===== src/rtl/sarc_pkg.sv =====
`timescale 1ns / 1ps
// ----------------------------------------------------------------------------
// sarc_pkg: shared definitions for the summed-area rectangle counter
// Field widths, defaults, request codes, command kinds and back-end states.
// ----------------------------------------------------------------------------
package sarc_pkg;

    localparam int COUNT_W      = 17;   // table entry and result count width
    localparam int GRID_W       = 9;    // grid_size register width
    localparam int COORD_W      = 8;    // query coordinate width
    localparam int MAX_SIDE_DEF = 256;  // default largest grid side
    localparam int FIFO_DEPTH   = 4;    // command queue depth

    localparam logic [GRID_W-1:0] GRID_RESET = 9'd256;

    localparam logic REQ_LOAD  = 1'b0;
    localparam logic REQ_QUERY = 1'b1;

    typedef enum logic [1:0] {
        CMD_LOAD,
        CMD_QUERY,
        CMD_ERROR
    } t_cmd_kind;

    typedef enum logic [1:0] {
        BK_IDLE,
        BK_LOAD,
        BK_QRY1,
        BK_QRY2
    } t_back_state;

endpackage


===== src/rtl/sarc_fifo.sv =====
`timescale 1ns / 1ps
// ----------------------------------------------------------------------------
// sarc_fifo: short command queue between front and back
// ----------------------------------------------------------------------------
module sarc_fifo #(
    parameter type t_item = logic,
    parameter int  DEPTH  = sarc_pkg::FIFO_DEPTH
) (
    input  logic  i_clk,
    input  logic  i_rst_n,
    input  logic  i_push,
    input  t_item i_item,
    output logic  o_full,
    input  logic  i_pop,
    output t_item o_item,
    output logic  o_empty
);
    localparam int PW = $clog2(DEPTH);

    t_item         r_mem [DEPTH];
    logic [PW-1:0] r_wr;
    logic [PW-1:0] r_rd;
    logic [PW:0]   r_count;
    logic [PW-1:0] n_wr;
    logic [PW-1:0] n_rd;
    logic [PW:0]   n_count;

    assign o_full  = (r_count == (PW+1)'(DEPTH));
    assign o_empty = (r_count == '0);
    assign o_item  = r_mem[r_rd];

    always_comb begin
        n_wr    = r_wr;
        n_rd    = r_rd;
        n_count = r_count;
        if (i_push) begin
            n_wr = (r_wr == PW'(DEPTH - 1)) ? '0 : r_wr + PW'(1);
        end
        if (i_pop) begin
            n_rd = (r_rd == PW'(DEPTH - 1)) ? '0 : r_rd + PW'(1);
        end
        if (i_push && !i_pop) begin
            n_count = r_count + (PW+1)'(1);
        end else if (!i_push && i_pop) begin
            n_count = r_count - (PW+1)'(1);
        end
    end

    always_ff @(posedge i_clk) begin
        if (!i_rst_n) begin
            r_wr    <= '0;
            r_rd    <= '0;
            r_count <= '0;
        end else begin
            r_wr    <= n_wr;
            r_rd    <= n_rd;
            r_count <= n_count;
        end
    end

    always_ff @(posedge i_clk) begin
        if (i_push) begin
            r_mem[r_wr] <= i_item;
        end
    end

    a_no_overflow: assert property (@(posedge i_clk) disable iff (!i_rst_n)
        i_push |-> !o_full) else $error("push into full queue");
    a_no_underflow: assert property (@(posedge i_clk) disable iff (!i_rst_n)
        i_pop |-> !o_empty) else $error("pop from empty queue");
    a_count_bound: assert property (@(posedge i_clk) disable iff (!i_rst_n)
        r_count <= (PW+1)'(DEPTH)) else $error("queue count beyond depth");
endmodule


===== config.mk =====
export PLATFORM = sky130hd
export DESIGN_NAME = sarc_fifo
export DESIGN_NICKNAME = d
export VERILOG_FILES = /design/src/rtl/sarc_pkg.sv /design/src/rtl/sarc_fifo.sv
export SDC_FILE = /design/constraint.sdc
export NUM_CORES = 1
export LEC_CHECK = 0
export BUFFER_PORTS_ARGS = -buffer_cell sky130_fd_sc_hd__buf_4
export CAP_MARGIN = 30
export CORE_UTILIZATION = 25
export DETAILED_ROUTE_END_ITERATION = 12
export HOLD_SLACK_MARGIN = 0.08
export PLACE_DENSITY = 0.39
export SLEW_MARGIN = 20
export SYNTH_ARGS = -nofsm -noshare
export SYNTH_HDL_FRONTEND = slang
export SYNTH_SLANG_ARGS = --single-unit
export TNS_END_PERCENT = 5

===== constraint.sdc =====
create_clock -name i_clk -period 1.4 [get_ports i_clk]
set_input_delay 0.21 -clock i_clk [delete_from_list [all_inputs] [get_ports i_clk]]
set_output_delay 0.21 -clock i_clk [all_outputs]
set_load 0.02 [all_outputs]

==> results of run 1 <==
==> area by class of cell <==
class	instances	area, µm²
Clock buffer	4	26.3
Sequential cell	13	303
Inverter	4	17.5
Tap cell	28	35.0
Timing Repair Buffer	11	86.3
Multi-Input combinational cell	32	305
Fill cell	225	1460
==> placed cells by master (no fill, tap or decap), types with 2 or more instances in the layout <==
cell | Yosys | layout
buf_4 | 0 | 10
dfxtp_1 | 9 | 7
and2_1 | 5 | 5
nor2b_1 | 5 | 5
ha_1 | 6 | 5
mux2i_1 | 4 | 4
edfxtp_1 | 4 | 4
clkbuf_4 | 0 | 3
inv_1 | 4 | 2
nor3b_1 | 2 | 2
dfxtp_2 | 0 | 2
==> where the power goes <==
part	internal (mW)	switching [mW]	total, mW
Combinational	0.113	0.0917	0.205
Clock	0.111	0.123	0.234
Sequential	0.424	0.0297	0.454
==> worst max-delay path by stage <==
stage,depth (start not counted),from,to,slack [ns]
3_3_place_gp,8,i_pop,r_count[2],-0.16
2_1_floorplan,7,i_pop,r_count[2],0.01
3_5_place_dp,8,i_pop,r_count[2],-0.16
4_1_cts,2,r_mem[3],o_item,-0.1
6_report,2,r_mem[3],o_item,-0.08
5_1_grt,2,r_mem[1],o_item,-0.12
==> worst max-delay path, delay by kind of cell (launching register included) <==
family,cells,cell delay [ns]
flops,1,0.37
buf+inv,1,0.15
mux,1,0.48
==> Yosys cell counts <==
master    count
nor3b_1       2
or3_1         1
edfxtp_1      4
inv_1         4
nor2_1        1
a21oi_1       1
nor2b_1       5
xor2_1        1
mux4_2        1
xnor2_1       1
o21ai_0       1
mux2i_1       4
fa_1          1
dfxtp_1       9
and2_1        5
a21boi_1      1
ha_1          6
nor3_1        1
==> cell families (layout without fill, tap and decap cells) <==
logic type,after synthesis,in the layout,synth area share
and+or+nand+nor,15,15,0.154
DFF,13,13,0.500
adders and majority gates,7,7,0.158
muxes,5,5,0.104
buffers and inverters,4,19,0.0250
AOI/OAI and AO/OA,3,3,0.0292
xor gates and xnor gates,2,2,0.0292
==> layer usage <==
layer | GRT usage | wire [µm] | vias up
met1 | 0.111 | 463 | 164
met4 | 0.0417 | 14 | 0
met2 | 0.132 | 386 | 7
met3 | 0.0536 | 47 | 4
li1 | - | - | 196
met5 | 0 | 0 | -
==> run_results.csv, run 1 <==
group,metric,value,unit
floorplanning,io_pins,8,
global_routing,grt_pass1_wl,1660,µm
yosys,ys_ff_latch,13,
global_routing,grt_max_degree,8,
drt,firstDrtPassIters,4,
setup_path,r2r-end,"r_count[2]",
setup_path,start_kind,"register",
global_routing,grt_pass1_vias,381,
yosys,synthCells,49,
drt,drt_iter0_drc,6,
yosys,yosysSeqAreaShare,0.500,
yosys,syn_area_per_cell,12.3,µm²
global_routing,overflow,0,
sta,final_hold_viol_count,0,
min_path,hp-start,"i_item",
floorplanning,dieArea,2600,µm²
layout,fin_nets,77,
sta,max_freq,678,MHz
min_path,min_path_type,"in2reg",
drt,num_vias,371,
yosys,synth_area_leaders,"dfxtp_1 30%, edfxtp_1 20%, ha_1 13%",
sta,worst_slew_pin_slew,0.184,ns
setup_path,worstSetupPathType,"reg2out",
cts,cts_buffers,3,
setup_path,path_max_fanout,1,
setup_path,critPathRequiredTime,1.19,ns
cts,clk_latency,0.28,ns
yosys,synth_top_area_share,0.300,
cts,cts-root-buf,"clkbuf_4",
yosys,syn_nets,61,
power,max-vdd-ir-drop,0.000521,V
floorplanning,fp-row-count,17,
yosys,synth_warnings,0,
placement,place_inst,88,
placement,post-place-ws,-0.164,ns
cts,post_cts_buffers,0,
drt,post_drt_wl_per_cell,9.90,µm
outcome,run_status,"complete, but fails checks",
placement,place_area,736,µm²
power,p_leak,0.323,nW
yosys,synthDistinctLibCells,18,
floorplanning,core_area,2230,µm²
sta,slew_headroom,0.877,
floorplanning,die_w,51.0,µm
drt,totalWireLength,911,µm
sta,min_period,1.48,ns
setup_path,rr_worst_depth,4,
setup_path,path_cells,"mux4_2 > buf_6",
sta,worst_slack,-0.0753,ns
sta,min_period_over_period,1.05,
cts,clkTransAtPathRegs,0.08,ns
sta,setup_tns,-0.0753,ns
placement,place.gp.congestion,0.614,
floorplanning,die_h,51.0,µm
cts,clkSinkCount,13,
placement,dp_hpwl,696,µm
cts,clk_path_buf_depth,2,
cts,h-tree-depth,1,
sta,holdWs,0.137,ns
layout,drive_above_1_share,0.344,
flow_run,maxCapViolCount,0,
min_path,whs_path_depth,1,
setup_path,reg2reg_slack,0.03,ns
setup_path,end_kind,"primary output",
drt,drtAntennaViolNets,0,
setup_path,arrival,1.27,ns
floorplanning,start_util,0.269,
setup_path,crit_slowest_cell,"mux4_2",
outcome,failed_checks,"setup timing",
power,total_power,893,µW
min_path,hold_end,"r_mem[3]",
drt,drc,0,
layout,instances_no_fill,92,
yosys,yosysTopAreaCell,"dfxtp_1",
global_routing,grt.total_usage,0.0924,
cts,ctsResizeCount,1,
power,powerDensity,1150,nW/µm²
layout,finish.utilization,0.346,
sta,setup-violations-final,1,
yosys,netlist_area,601,µm²
sta,clock_skew,0.00340,ns
sta,rsz0062_at_grt,"true",
placement,portBuffers,7,
setup_path,cpPeakStageDelay,0.48,ns
sta,slew_violations,0,
layout,diodes,0,
layout,syn2layout_area_growth,28.8,%
setup_path,r2r_start,"r_count[0]",
drt,via_per_inst,4.03,
cts,cts_tree,"built",
global_routing,antenna_found_initial,0,
cts,hold_buffers,0,
layout,fin_area,773,µm²
No activity file was read; power rests on OpenSTA's default activity.
==> inputs of run 2 (changes only) <==
--- a/config.mk
+++ b/config.mk
@@ -5,12 +5,12 @@
 export SDC_FILE = /design/constraint.sdc
 export NUM_CORES = 1
 export LEC_CHECK = 0
-export BUFFER_PORTS_ARGS = -buffer_cell sky130_fd_sc_hd__buf_4
 export CAP_MARGIN = 30
 export CORE_UTILIZATION = 25
 export DETAILED_ROUTE_END_ITERATION = 12
+export DONT_BUFFER_PORTS = 1
 export HOLD_SLACK_MARGIN = 0.08
-export PLACE_DENSITY = 0.39
+export PLACE_DENSITY = 0.37
 export SLEW_MARGIN = 20
 export SYNTH_ARGS = -nofsm -noshare
 export SYNTH_HDL_FRONTEND = slang
==> run_results.csv, run 2 (synthesis results as in run 1) <==
group,metric,value,unit
outcome,run_status,"complete, but fails checks",
outcome,failed_checks,"setup timing",
drt,firstDrtPassIters,1,
floorplanning,die_h,51.0,µm
floorplanning,start_util,0.269,
layout,final_cell_mix,"7 x dfxtp_1, 5 x and2_1, 5 x nor2b_1, 5 x ha_1",
sta,worst_slew_pin_slew,0.238,ns
cts,clkSinkCount,13,
setup_path,path_buf_inv,0,
layout,nFillCells,230,
sta,min_period,1.44,ns
placement,place.gp.congestion,0.661,
setup_path,worstSetupPathType,"reg2reg",
drt,drtAntennaViolNets,0,
power,p_leak,0.311,nW
drt,via_per_inst,4.15,
setup_path,critPathRequiredTime,1.60,ns
layout,drive_above_1_share,0.254,
global_routing,grtUsageMet1,0.0809,
floorplanning,io_pins,8,
sta,max_freq,694,MHz
sta,setup-violations-final,1,
global_routing,grt_pass1_vias,383,
global_routing,grt_pass1_wl,1560,µm
power,powerDensity,1180,nW/µm²
min_path,whs_path_depth,1,
cts,cts-root-buf,"clkbuf_4",
min_path,min_path_type,"in2reg",
setup_path,path_cells,"fa_2 > xor2_1 > or3_1 > a21boi_1",
global_routing,grt_max_degree,9,
sta,slew_headroom,0.840,
sta,clock_skew,0.00154,ns
placement,portBuffers,0,
power,total_power,868,µW
drt,totalWireLength,953,µm
setup_path,end_kind,"register",
placement,place_area,683,µm²
cts,cts_buffers,3,
floorplanning,fp-row-count,17,
sta,min_period_over_period,1.03,
drt,drc,0,
global_routing,use_met3,0.0298,
sta,worst_slack,-0.0409,ns
cts,cts_tree,"built",
cts,post_cts_buffers,0,
drt,drt_iter0_drc,0,
cts,h-tree-depth,1,
setup_path,start_kind,"register",
floorplanning,die_w,51.0,µm
layout,instances_no_fill,87,
layout,fin_nets,72,
sta,rsz0062_at_grt,"true",
sta,final_hold_viol_count,0,
global_routing,grt_busiest_layer,"met2",
global_routing,grt.met2_usage,0.162,
power,max-vdd-ir-drop,0.000564,V
placement,post-place-ws,-0.120,ns
setup_path,rr_worst_depth,4,
cts,clk_path_buf_depth,2,
sta,slew_violations,0,
layout,diodes,0,
flow_run,maxCapViolCount,0,
setup_path,arrival,1.64,ns
layout,mostFrequentLayoutCell,"dfxtp_1",
setup_path,crit_family,"adder cells",
floorplanning,dieArea,2600,µm²
cts,clkTransAtPathRegs,0.08,ns
setup_path,cpPeakStageDelay,0.38,ns
setup_path,crit_slowest_cell,"fa_2",
drt,num_vias,361,
setup_path,path_max_fanout,2,
global_routing,overflow,0,
placement,place_inst,81,
global_routing,grt.total_usage,0.0841,
placement,dp_hpwl,784,µm
layout,fin_area,736,µm²
setup_path,cp.depth,4,
layout,syn2layout_area_growth,22.5,%
global_routing,antenna_found_initial,0,
cts,clk_latency,0.27,ns
drt,post_drt_wl_per_cell,11.0,µm
floorplanning,core_area,2230,µm²
[run 2: changes by cell type in the layout (fill, tap and decap cells not counted)]
cell,delta
buf_4,-6
buf_6,-1
clkbuf_1,-1
clkinv_2,+1
dlygate4sd3_1,+1
dlymetal6s4s_1,+1
nor3_1,+1
nor3_2,-1
[run 2: path summary, 6_finish.rpt]
check	startpoint	to	slack, ns
min reg2reg	r_rd[1]	register	0.55
min	i_rst_n	r_wr[1]	0.07
max	r_count[0]	r_count[2]	-0.04
max reg2reg	r_count[0]	r_count[2]	-0.04
[run 2: where the power goes]
part	switching (mW)	leakage (nW)	internal (mW)	total (mW)
clock network	0.119	0.0177	0.106	0.225
logic	0.0875	0.182	0.104	0.191
registers	0.0278	0.112	0.424	0.452
total	0.235	0.311	0.634	0.868
[run 2: area by class of cell]
class / instances / area [µm²] / share of cell area
clock buffers: 3 / 22.5 / 0.0306
clock inverters: 1 / 5.00 / 0.00680
inverters: 4 / 17.5 / 0.0238
multi-input cells: 32 / 300 / 0.408
flip-flops and latches: 13 / 303 / 0.412
well taps: 28 / 35.0 / 0.0476
repair buffers: 6 / 52.6 / 0.0714
[run 2: what timing repair did]
action                     4_1_cts  5_1_grt
resized for setup                2        1
hold buffers                     2        0
setup endpoints to repair        2        3
hold endpoints to repair         7        0
[run 2: through the flow]
step / utilization / hold slack, ns / TNS [ns]
floorplan: - / 0.309 / 0
global placement: 0.306 / 0.309 / -0.00218
detailed placement: 0.306 / 0.309 / -0.120
CTS: 0.328 / 0.0696 / -0.0799
global route: 0.329 / 0.0802 / -0.112
finish: 0.329 / 0.0742 / -0.0409
[run 2: routing by layer]
metal,share of wire,up-vias,wire length (µm)
met4,0,0,0
li1,-,186,-
met2,0.57,5,547
met5,0,-,0
met1,0.39,170,370
met3,0.037,0,35
